### config.mk
export PLATFORM = sky130hd
export DESIGN_NAME = seen_address_table
export DESIGN_NICKNAME = d
export VERILOG_FILES = /design/src/design/sat_pkg.sv /design/src/design/seen_address_table.sv /design/src/design/sat_mem.sv /design/src/design/sat_ctrl.sv
export SDC_FILE = /design/constraint.sdc
export NUM_CORES = 2
export LEC_CHECK = 0
export BUFFER_PORTS_ARGS = -buffer_cell sky130_fd_sc_hd__buf_2
export CORE_MARGIN = 2
export CORE_UTILIZATION = 30
export CTS_CLUSTER_DIAMETER = 100
export DETAILED_ROUTE_END_ITERATION = 10
export PLACE_DENSITY_LB_ADDON = 0.25
export SYNTH_ARGS = -nofsm -noshare
export SYNTH_HDL_FRONTEND = slang
export SYNTH_HIERARCHICAL = 1
export SYNTH_SLANG_ARGS = --single-unit
### constraint.sdc
create_clock -name clk -period 9 [get_ports clk]
set_clock_uncertainty 0.2 [all_clocks]
set_input_delay 0.45 -clock clk [delete_from_list [all_inputs] [get_ports clk]]
set_output_delay 0.45 -clock clk [all_outputs]
set_load 0.05 [all_outputs]
### src/design/sat_pkg.sv
// Package for the seen address table: item codes, field widths, result struct.
// No dependencies; imported by sat_mem, sat_ctrl and seen_address_table.
`default_nettype none
package sat_pkg;

  localparam int SAT_DEPTH = 20;
  localparam int MAC_W     = 48;
  localparam int RSSI_W    = 8;
  localparam int KIND_W    = 2;
  localparam int INDEX_W   = 5;
  localparam int SLOT_W    = 5;
  localparam int UCNT_W    = 5;
  localparam int TOTAL_W   = 16;
  localparam int ENTRY_W   = MAC_W + RSSI_W;

  localparam logic [TOTAL_W-1:0] TOTAL_MAX = '1;

  localparam logic [KIND_W-1:0] KIND_REPORT = 2'd0;
  localparam logic [KIND_W-1:0] KIND_READ   = 2'd1;
  localparam logic [KIND_W-1:0] KIND_CLEAR  = 2'd2;

  typedef enum logic [1:0] {
    ST_IDLE,
    ST_SCAN,
    ST_READ,
    ST_POST
  } state_t;

  typedef struct packed {
    logic                     hit;
    logic [SLOT_W-1:0]        slot;
    logic                     evicted;
    logic [UCNT_W-1:0]        unique_count;
    logic [TOTAL_W-1:0]       total_seen;
    logic [MAC_W-1:0]         entry_mac;
    logic signed [RSSI_W-1:0] entry_rssi;
  } res_t;

endpackage
`default_nettype wire

### src/design/seen_address_table.sv
// Seen address table: up to TABLE_DEPTH distinct 48-bit addresses with their
// latest strength, oldest-first replacement, unique and new-address counters.
// A report walks the held entries one per cycle through the single read port of
// the entry memory until it finds the address or has compared them all; read,
// clear and no-operation items do not scan. Results leave through an output
// register, so the next item is taken while a result waits. Depends on
// sat_pkg, sat_mem and sat_ctrl.
`default_nettype none
module seen_address_table
  import sat_pkg::*;
#(
  parameter int TABLE_DEPTH = SAT_DEPTH
) (
  input  wire logic                     clk,
  input  wire logic                     rst_n,
  input  wire logic                     in_valid,
  output logic                          in_ready,
  input  wire logic [KIND_W-1:0]        in_kind,
  input  wire logic [MAC_W-1:0]         in_mac,
  input  wire logic signed [RSSI_W-1:0] in_rssi,
  input  wire logic [INDEX_W-1:0]       in_index,
  output logic                          out_valid,
  input  wire logic                     out_ready,
  output logic                          out_hit,
  output logic [SLOT_W-1:0]             out_slot,
  output logic                          out_evicted,
  output logic [UCNT_W-1:0]             out_unique_count,
  output logic [TOTAL_W-1:0]            out_total_seen,
  output logic [MAC_W-1:0]              out_entry_mac,
  output logic signed [RSSI_W-1:0]      out_entry_rssi
);

  localparam int IDX_W = $clog2(TABLE_DEPTH);
  localparam int CNT_W = $clog2(TABLE_DEPTH + 1);

  logic               out_free;
  logic               res_vld;
  res_t               res;
  logic               mem_we;
  logic [IDX_W-1:0]   mem_waddr;
  logic [ENTRY_W-1:0] mem_wdata;
  logic               mem_re;
  logic [IDX_W-1:0]   mem_raddr;
  logic [ENTRY_W-1:0] mem_rdata;

  logic out_valid_r, out_valid_nxt;
  res_t out_res_r;

  sat_ctrl #(
    .TABLE_DEPTH (TABLE_DEPTH),
    .IDX_W       (IDX_W),
    .CNT_W       (CNT_W)
  ) u_ctrl (
    .clk       (clk),
    .rst_n     (rst_n),
    .in_valid  (in_valid),
    .in_ready  (in_ready),
    .in_kind   (in_kind),
    .in_mac    (in_mac),
    .in_rssi   (in_rssi),
    .in_index  (in_index),
    .out_free  (out_free),
    .res_vld   (res_vld),
    .res       (res),
    .mem_we    (mem_we),
    .mem_waddr (mem_waddr),
    .mem_wdata (mem_wdata),
    .mem_re    (mem_re),
    .mem_raddr (mem_raddr),
    .mem_rdata (mem_rdata)
  );

  sat_mem #(
    .DEPTH  (TABLE_DEPTH),
    .ADDR_W (IDX_W)
  ) u_mem (
    .clk     (clk),
    .wr_en   (mem_we),
    .wr_addr (mem_waddr),
    .wr_data (mem_wdata),
    .rd_en   (mem_re),
    .rd_addr (mem_raddr),
    .rd_data (mem_rdata)
  );

  assign out_free = !out_valid_r || out_ready;

  always_comb begin
    out_valid_nxt = out_valid_r;
    if (res_vld) begin
      out_valid_nxt = 1'b1;
    end else if (out_ready) begin
      out_valid_nxt = 1'b0;
    end
  end

  always_ff @(posedge clk) begin
    if (!rst_n) begin
      out_valid_r <= 1'b0;
    end else begin
      out_valid_r <= out_valid_nxt;
    end
  end

  always_ff @(posedge clk) begin
    if (res_vld) begin
      out_res_r <= res;
    end
  end

  assign out_valid        = out_valid_r;
  assign out_hit          = out_res_r.hit;
  assign out_slot         = out_res_r.slot;
  assign out_evicted      = out_res_r.evicted;
  assign out_unique_count = out_res_r.unique_count;
  assign out_total_seen   = out_res_r.total_seen;
  assign out_entry_mac    = out_res_r.entry_mac;
  assign out_entry_rssi   = out_res_r.entry_rssi;

endmodule
`default_nettype wire

### src/design/sat_mem.sv
// Entry store of the seen address table: one write port, one registered read port.
// Depends on sat_pkg for the entry width.
`default_nettype none
module sat_mem
  import sat_pkg::*;
#(
  parameter int DEPTH  = SAT_DEPTH,
  parameter int ADDR_W = $clog2(DEPTH)
) (
  input  wire logic               clk,
  input  wire logic               wr_en,
  input  wire logic [ADDR_W-1:0]  wr_addr,
  input  wire logic [ENTRY_W-1:0] wr_data,
  input  wire logic               rd_en,
  input  wire logic [ADDR_W-1:0]  rd_addr,
  output logic      [ENTRY_W-1:0] rd_data
);

  logic [ENTRY_W-1:0] mem_q [DEPTH];
  logic [ENTRY_W-1:0] rd_data_r;

  always_ff @(posedge clk) begin
    if (wr_en) begin
      mem_q[wr_addr] <= wr_data;
    end
  end

  // hold read data until the next read
  always_ff @(posedge clk) begin
    if (rd_en) begin
      rd_data_r <= mem_q[rd_addr];
    end
  end

  assign rd_data = rd_data_r;

endmodule
`default_nettype wire

### src/design/sat_ctrl.sv
// Sequencer of the seen address table: entry scan, insert, read and clear, counters.
// Depends on sat_pkg; drives the sat_mem ports and hands results to the output register.
`default_nettype none
module sat_ctrl
  import sat_pkg::*;
#(
  parameter int TABLE_DEPTH = SAT_DEPTH,
  parameter int IDX_W       = $clog2(TABLE_DEPTH),
  parameter int CNT_W       = $clog2(TABLE_DEPTH + 1)
) (
  input  wire logic                     clk,
  input  wire logic                     rst_n,
  input  wire logic                     in_valid,
  output logic                          in_ready,
  input  wire logic [KIND_W-1:0]        in_kind,
  input  wire logic [MAC_W-1:0]         in_mac,
  input  wire logic signed [RSSI_W-1:0] in_rssi,
  input  wire logic [INDEX_W-1:0]       in_index,
  input  wire logic                     out_free,
  output logic                          res_vld,
  output res_t                          res,
  output logic                          mem_we,
  output logic [IDX_W-1:0]              mem_waddr,
  output logic [ENTRY_W-1:0]            mem_wdata,
  output logic                          mem_re,
  output logic [IDX_W-1:0]              mem_raddr,
  input  wire logic [ENTRY_W-1:0]       mem_rdata
);

  localparam int W = ((IDX_W > INDEX_W) ? IDX_W : INDEX_W) + 1;
  localparam logic [IDX_W-1:0] LAST_PHYS = IDX_W'(TABLE_DEPTH - 1);
  localparam logic [CNT_W-1:0] FULL_CNT  = CNT_W'(TABLE_DEPTH);
  localparam logic [CNT_W-1:0] LAST_CNT  = CNT_W'(TABLE_DEPTH - 1);

  state_t state_r, state_nxt;

  logic [CNT_W-1:0]         count_r, count_nxt;
  logic [IDX_W-1:0]         oldest_r, oldest_nxt;
  logic [TOTAL_W-1:0]       total_r, total_nxt;
  logic [MAC_W-1:0]         mac_r, mac_nxt;
  logic signed [RSSI_W-1:0] rssi_r, rssi_nxt;
  logic [CNT_W-1:0]         rd_i_r, rd_i_nxt;
  logic [IDX_W-1:0]         rd_phys_r, rd_phys_nxt;
  logic                     cmp_vld_r, cmp_vld_nxt;
  logic [CNT_W-1:0]         cmp_i_r, cmp_i_nxt;
  logic [IDX_W-1:0]         cmp_phys_r, cmp_phys_nxt;
  logic                     inrange_r, inrange_nxt;

  logic             accept;
  logic             cmp_match;
  logic             scan_end;
  logic             fin;
  logic             rd_inrange;
  logic [W-1:0]     rd_sum;
  logic [W-1:0]     rd_wrap;
  logic [CNT_W-1:0] ins_slot;

  assign accept     = in_valid && in_ready;
  assign cmp_match  = cmp_vld_r && (mem_rdata[ENTRY_W-1:RSSI_W] == mac_r);
  assign scan_end   = !cmp_vld_r && (rd_i_r >= count_r);
  assign fin        = cmp_match || scan_end;
  assign rd_inrange = W'(in_index) < W'(count_r);
  assign rd_sum     = W'(in_index) + W'(oldest_r);
  assign rd_wrap    = (rd_sum >= W'(TABLE_DEPTH)) ? rd_sum - W'(TABLE_DEPTH) : rd_sum;
  assign ins_slot   = (count_r < FULL_CNT) ? count_r : LAST_CNT;

  function automatic logic [IDX_W-1:0] phys_inc(input logic [IDX_W-1:0] p);
    phys_inc = (p == LAST_PHYS) ? '0 : p + IDX_W'(1);
  endfunction

  always_comb begin
    state_nxt = state_r;
    case (state_r)
      ST_IDLE: begin
        if (accept) begin
          if (in_kind == KIND_REPORT) begin
            state_nxt = ST_SCAN;
          end else if (in_kind == KIND_READ) begin
            state_nxt = ST_READ;
          end else begin
            state_nxt = ST_POST;
          end
        end
      end
      ST_SCAN: begin
        if (fin && out_free) begin
          state_nxt = ST_IDLE;
        end
      end
      ST_READ, ST_POST: begin
        if (out_free) begin
          state_nxt = ST_IDLE;
        end
      end
      default: state_nxt = ST_IDLE;
    endcase
  end

  always_comb begin
    in_ready     = (state_r == ST_IDLE);
    count_nxt    = count_r;
    oldest_nxt   = oldest_r;
    total_nxt    = total_r;
    mac_nxt      = mac_r;
    rssi_nxt     = rssi_r;
    rd_i_nxt     = rd_i_r;
    rd_phys_nxt  = rd_phys_r;
    cmp_vld_nxt  = cmp_vld_r;
    cmp_i_nxt    = cmp_i_r;
    cmp_phys_nxt = cmp_phys_r;
    inrange_nxt  = inrange_r;
    mem_we       = 1'b0;
    mem_waddr    = cmp_phys_r;
    mem_wdata    = {mac_r, rssi_r};
    mem_re       = 1'b0;
    mem_raddr    = rd_phys_r;
    res_vld      = 1'b0;
    res          = '0;
    res.unique_count = UCNT_W'(count_r);
    res.total_seen   = total_r;

    case (state_r)
      ST_IDLE: begin
        if (accept) begin
          if (in_kind == KIND_REPORT) begin
            mac_nxt     = in_mac;
            rssi_nxt    = in_rssi;
            rd_i_nxt    = '0;
            rd_phys_nxt = oldest_r;
            cmp_vld_nxt = 1'b0;
          end else if (in_kind == KIND_READ) begin
            inrange_nxt = rd_inrange;
            mem_re      = rd_inrange;
            mem_raddr   = rd_wrap[IDX_W-1:0];
          end else if (in_kind == KIND_CLEAR) begin
            count_nxt  = '0;
            oldest_nxt = '0;
            total_nxt  = '0;
          end
        end
      end
      ST_SCAN: begin
        if (!fin) begin
          // issue the next entry read while the previous one is compared
          if (rd_i_r < count_r) begin
            mem_re       = 1'b1;
            cmp_vld_nxt  = 1'b1;
            cmp_i_nxt    = rd_i_r;
            cmp_phys_nxt = rd_phys_r;
            rd_i_nxt     = rd_i_r + CNT_W'(1);
            rd_phys_nxt  = phys_inc(rd_phys_r);
          end else begin
            cmp_vld_nxt = 1'b0;
          end
        end else if (out_free) begin
          res_vld = 1'b1;
          mem_we  = 1'b1;
          if (cmp_match) begin
            mem_waddr = cmp_phys_r;
            res.hit   = 1'b1;
            res.slot  = SLOT_W'(cmp_i_r);
          end else begin
            // rd_phys_r stopped at the youngest-plus-one slot, which is oldest when full
            mem_waddr = rd_phys_r;
            if (total_r != TOTAL_MAX) begin
              total_nxt = total_r + TOTAL_W'(1);
            end
            if (count_r < FULL_CNT) begin
              count_nxt = count_r + CNT_W'(1);
            end else begin
              oldest_nxt  = phys_inc(oldest_r);
              res.evicted = 1'b1;
            end
            res.slot         = SLOT_W'(ins_slot);
            res.unique_count = UCNT_W'(count_nxt);
            res.total_seen   = total_nxt;
          end
        end
      end
      ST_READ: begin
        res_vld = out_free;
        if (inrange_r) begin
          res.entry_mac  = mem_rdata[ENTRY_W-1:RSSI_W];
          res.entry_rssi = mem_rdata[RSSI_W-1:0];
        end
      end
      ST_POST: begin
        res_vld = out_free;
      end
      default: begin
        res_vld = 1'b0;
      end
    endcase
  end

  always_ff @(posedge clk) begin
    if (!rst_n) begin
      state_r   <= ST_IDLE;
      count_r   <= '0;
      oldest_r  <= '0;
      total_r   <= '0;
      cmp_vld_r <= 1'b0;
    end else begin
      state_r   <= state_nxt;
      count_r   <= count_nxt;
      oldest_r  <= oldest_nxt;
      total_r   <= total_nxt;
      cmp_vld_r <= cmp_vld_nxt;
    end
  end

  always_ff @(posedge clk) begin
    mac_r      <= mac_nxt;
    rssi_r     <= rssi_nxt;
    rd_i_r     <= rd_i_nxt;
    rd_phys_r  <= rd_phys_nxt;
    cmp_i_r    <= cmp_i_nxt;
    cmp_phys_r <= cmp_phys_nxt;
    inrange_r  <= inrange_nxt;
  end

endmodule
`default_nettype wire
* Yosys cells after proc, flatten, opt, wreduce, memory -nomap -nowiden
Memories as Yosys holds them, arrays and structs flattened. A register that Yosys moved wholly into a read port is not among the register bits. Cells that the tools add are included.
Word-level totals: bits in registers 191, RAM bits 1120, memories 1
Memory list:
- u_mem.mem_q | words 20, bits a word 56, read ports 1, clocked after memory_dff 1, write ports 1, line sat_mem.sv:19 | logic [ENTRY_W-1:0] mem_q [DEPTH];
Operators by class: add/sub/neg operators 7, bitwise logic cells 4, order comparisons 5, eq/ne operators 22, reduce and logical (&&, ||, !) cells 24, muxes and demuxes 76
Operator list (number):
- 5-bit 2-to-1 mux | 33
- 16-bit 2-to-1 mux | 8
- 21-bit 2-to-1 mux | 4
- 48-bit equality test | 1
- 5-bit case mux with 2 select lines | 4
- 16-bit case mux with 2 select lines | 1
- 5-bit by 1-bit adder with 5-bit output, second input constant | 4
- 1-bit 2-to-1 mux | 18
- 16-bit by 1-bit adder with 16-bit output, second input constant | 1
- 16-bit inequality test, second input constant | 1
- 2-bit inequality test, second input constant | 8
- 3-bit AND reduction | 4
- 5-bit equality test, second input constant | 2
- 5-bit less-than comparator | 2
- 2-bit by 1-bit inequality test with 1-bit output, second input constant | 5
- 9-bit AND reduction | 1
- 2-bit 2-to-1 mux | 4
- 4-bit AND reduction | 2
- 8-bit AND reduction | 1
- 5-bit by 5-bit adder with 6-bit output | 1
- 2-bit equality test, second input constant | 3
- 6-bit by 5-bit >= comparator with 1-bit output, second input constant | 1
- 1-bit case mux with 2 select lines | 3
- 2-bit case mux with 3 select lines | 1
- other kinds (14) | 25

* Depth between registers and ports, before layout
depth in word-level cells 7, mapped depth 16, depth with buffers taken out 14

* Hierarchy
Netlist, hierarchy kept.
Modules (own cells, without submodules):
- sat_mem | area each 44560.2 µm², cells an instance 2294, instances 1
- sat_ctrl | area each 6089.6 µm², cells an instance 617, instances 1
- seen_address_table | area each 2571.2 µm², cells an instance 88, instances 1

* Worst setup path after synthesis
Ideal clock, no wire load.
path type reg2reg, start register u_ctrl.mac_r[1], end register out_valid_r, in the netlist out_valid, path slack 280 ps, data required time 8720 ps, arrival 8440 ps, clock period less this slack 8720 ps, setup time 80 ps, buffers on the path 0, cell stages (with the launch flop) 9, cells stage by stage edfxtp_1 -> xor2_1 -> nor4_1 -> nand4_1 -> nor4_4 -> a21oi_1 -> o21ai_0 -> inv_1 -> a21boi_2
Between the ends: word-level cells in the longest chain between the ends 6, elaborated cells between the ends (all ways) 7, those cells by class eq/ne: 1; mux: 3; reduce/logical: 3
RTL lines:
- start, declared | line sat_ctrl.sv:40 | logic [MAC_W-1:0] mac_r, mac_nxt;
- start signal, assigned | line sat_ctrl.sv:213 | mac_r <= mac_nxt;
- 48-bit equality test | line sat_ctrl.sv:59 | assign cmp_match = cmp_vld_r && (mem_rdata[ENTRY_W-1:RSSI_W] == mac_r);
- 1-bit logical AND | line sat_ctrl.sv:59
- 1-bit logical OR | line sat_ctrl.sv:61 | assign fin = cmp_match || scan_end;
- 1-bit 2-to-1 mux | line sat_ctrl.sv:143 | if (!fin) begin
- 1-bit case mux with 2 select lines | line sat_ctrl.sv:122 | case (state_r)
- 1-bit 2-to-1 mux | line seen_address_table.sv:90 | if (res_vld) begin
- named net out_valid_nxt | line seen_address_table.sv:46 | logic out_valid_r, out_valid_nxt;
- end signal, assigned | line seen_address_table.sv:101 | out_valid_r <= out_valid_nxt;
- end, declared | line seen_address_table.sv:46
The timed path passes the listed nets, and every way through them passes these cells. A chain may end at the register's enable or synchronous reset.

* Worst setup path after layout
start register u_ctrl.mac_r[18], end memory u_mem/mem_q[1][0] (netlist name), enable pin
Between the ends: word-level cells in the longest chain between the ends 7, elaborated cells between the ends (all ways) 11, those cells by class eq/ne: 1; mux: 8; reduce/logical: 2
RTL lines:
- 48-bit equality test | line sat_ctrl.sv:59
- 1-bit logical AND | line sat_ctrl.sv:59
- 1-bit logical OR | line sat_ctrl.sv:61
- 1-bit 2-to-1 mux | line sat_ctrl.sv:143
- 1-bit 2-to-1 mux | line sat_ctrl.sv:122
- named net mem_we | line seen_address_table.sv:39 | logic mem_we;
- 1-bit 2-to-1 mux | line sat_mem.sv:23 | if (wr_en) begin
- 1-bit 2-to-1 mux (not written as such) | line sat_mem.sv:24 | mem_q[wr_addr] <= wr_data;
- end, declared | line sat_mem.sv:19
The timed path passes the listed nets, and every way through them passes these cells.

==> results_dict.tcl <==
set metrics [dict create \
    clock_latency_ns 0.80 \
    fmax_mhz 159 \
    place_congestion 0.768 \
    clk_pin_slew_ns 0.06 \
    min_period_ns 6.30 \
    maxCapViolCount 0 \
    powerDensity_nw_per_um2 220 \
    synth.most_common_cell "edfxtp_1" \
    multi_input_area_um2 11900 \
    core_area_um2 176000 \
    synth_top_cells_by_count "edfxtp_1 (1337), mux2i_1 (280), nand2_1 (172), o22ai_1 (169), mux2_2 (113)" \
    wl_per_cell_um 25.5 \
    synthToLayoutAreaGrowth_pct 17.2 \
    path_cells "xor2_1, nor4_1, nand4_1, nor4_4, a21oi_1, nor2_1, nand3b_1, nor2_4, buf_4" \
    synth_edf_count 1337 \
    cts_resized 0 \
    grtUsageMet1_pct 22.4 \
    fill_cells 16700 \
    rsz0062_at_grt "false" \
    vias 28300 \
    max_stage_delay_ns 0.90 \
    drc_errors 0 \
    syn_area_um2 53200 \
    clockBufferDepth 3 \
    cts_made_buffers 151 \
    fp.dieH_um 425 \
    tritoncts "done" \
    first_global_vias 27800 \
    fin_nets 3377 \
    hp-class "in -> reg" \
    grt_max_degree 126 \
    tightest_slew_ns 1.31 \
    ys_async_sr_fraction_pct 0 \
    postSynthAreaPerCell_um2 17.7 \
    yosys.area.top_type "edfxtp_1" \
    track_usage_pct 16.0 \
    crit_family "simple AND/OR/NAND/NOR gates" \
    vias_per_cell 4.92 \
    max_slew_margin_pct 12.5 \
    ys.flop_type "edfxtp_1" \
    clock_sinks 1367 \
    drv_slew 0 \
    hold_violations 0 \
    startpoint_type "register" \
    p_leak_uw 0.0203 \
    drtIter0Drc 2377 \
    finalCritPeriodShare_pct 70.0 \
    critPathBufInv 1 \
    ys.warnings.count 6 \
    postLayoutCoreUtil_pct 35.4 \
    run_status "complete, no violations" \
    setup_violations 0 \
    tns_ns 0 \
    drt-pass1-iter-count 5 \
    die_w_um 425 \
    netlist_top_cells_area "edfxtp_1 (75%), mux2i_1 (5.3%), mux4_2 (2.4%)" \
    cts-root-buf "clkbuf_16" \
    cp_slowest_cell "nor2_4" \
    die_area_um2 181000 \
    grt.met3_usage_pct 2.72 \
    gr-total-overflow 0 \
    dpl.hpwl_um 80600 \
    htree_num_levels 4 \
    critical_path.max_fanout 36 \
    row_count 154 \
    grt_first_pass_wirelength_um 207000 \
    ys_ff_latch 1367 \
    place.port_buffers 152 \
    synth_cells 2999 \
    grtUsageMet2_pct 25.8 \
    synth_cell_types 71 \
    path_class "reg -> reg" \
    arrival_ns 6.50 \
    antenna_found_initial 7 \
    synth_nets 3089 \
    drive_gt1_share_pct 19.1 \
    ys_seq_area_share_pct 76.6 \
    ant_nets 0 \
    wl_um 146000 \
    seq_area_um2 40700 \
    critPathCaptureType "register" \
    critPathRequiredTime_ns 9.20 \
    synth_top_cell_area_share_pct 75.4 \
    vdd_drop_max_uv 183 \
    floorplan.initialDensity_pct 30.2 \
    top_usage_layer "met2" \
    io_pins 153 \
]
==> sequential cells by signal, summed over array words and instances (netlist names), 2 cells and up <==
register and cells:
u_mem/mem_q 1120, u_mem/rd_data 56, out_entry_mac 48, u_ctrl/mac_r 48, out_total_seen 16, u_ctrl/total_r 16
out_entry_rssi 8, u_ctrl/rssi_r 8, out_slot 5, out_unique_count 5, u_ctrl/cmp_i_r 5, u_ctrl/cmp_phys_r 5
u_ctrl/count_r 5, u_ctrl/oldest_r 5, u_ctrl/rd_i_r 5, u_ctrl/rd_phys_r 5, u_ctrl/state_r 2
==> power by group <==
group | internal [µW] | switching (µW) | total, µW
clock network | 3290 | 2530 | 5820
logic | 265 | 578 | 843
registers | 7030 | 54.7 | 7090
total | 10600 | 3160 | 13700
==> path summary, 6_finish.rpt <==
check                                   from                     endpoint  slack [ns]  cells after the start
setup / recovery  u_ctrl/mac_r[18]$_DFFE_PP_  u_mem/mem_q[1][0]$_DFFE_PP_        2.70                      9
hold / removal                   in_index[3]   u_ctrl/inrange_r$_DFFE_PP_        0.15                      4
setup reg to reg  u_ctrl/mac_r[18]$_DFFE_PP_  u_mem/mem_q[1][0]$_DFFE_PP_        2.70                      9
hold reg to reg   u_mem/rd_data[2]$_DFFE_PP_  out_entry_rssi[2]$_DFFE_PP_        0.31                      1
==> cell usage in the layout, fill, tap and decap left out, types with 61 or more instances in the layout <==
cell type and count:
a211oi_1 110, clkbuf_16 153, and2_1 61, buf_2 152, o31ai_1 61, dlygate4sd3_1 63
edfxtp_1 1337, o22ai_1 169, nand2_1 169, mux2i_1 280, buf_4 63, mux2_2 113
==> tightest hold or removal path, stage by stage <==
cell	delay, ns
buf_2	0.14
ha_1	0.14
a21o_1	0.10
a21oi_1	0.12
==> cell families (layout without fill, tap and decap cells) <==
logic type	Yosys count	count (layout)	share of synthesized area [%]
other cells	0	2	0
xor+xnor	66	66	1.09
fa+ha+maj	23	23	0.555
buf+inv	176	578	1.54
simple gates	458	458	4.35
compound gates	459	459	5.84
mux	450	450	10.1
flops	1367	1367	76.6
==> layout make-up <==
| cell class | instances | share of cell area [%] |
|---|---|---|
| Inverter | 23 | 0.138 |
| Sequential cell | 1367 | 65.4 |
| Timing Repair Buffer | 288 | 3.31 |
| Tap cell | 2340 | 4.70 |
| Clock buffer | 191 | 6.39 |
| Clock inverter | 76 | 1.01 |
| Antenna cell | 2 | 0.00803 |
| Multi-Input combinational cell | 1456 | 19.1 |
==> metal layers <==
layer	up-vias	routed length, µm
met5	-	0
met4	0	2820
met3	181	6800
met2	691	69600
met1	14900	67000
li1	12500	-
==> stage by stage <==
step	worst slack (ns)	hold WS, ns	total power [µW]	cells	area, µm²
2_1_floorplan	0.280	0.224	7750	2999	53200
3_3_place_gp	2.91	0.297	8050	5411	57100
3_5_place_dp	2.76	0.303	8050	5411	57100
4_1_cts	2.71	0.0649	13900	5741	62300
5_1_grt	2.47	0.117	14200	5742	62300
6_report	2.70	0.152	13700	5743	62400
==> repair_timing <==
item,CTS,global route
setup endpoints to repair,0,0
endpoints found under the hold margin,70,0
hold buffers,63,0
buffers inserted,0,0
No activity file was read; power rests on OpenSTA's default activity.
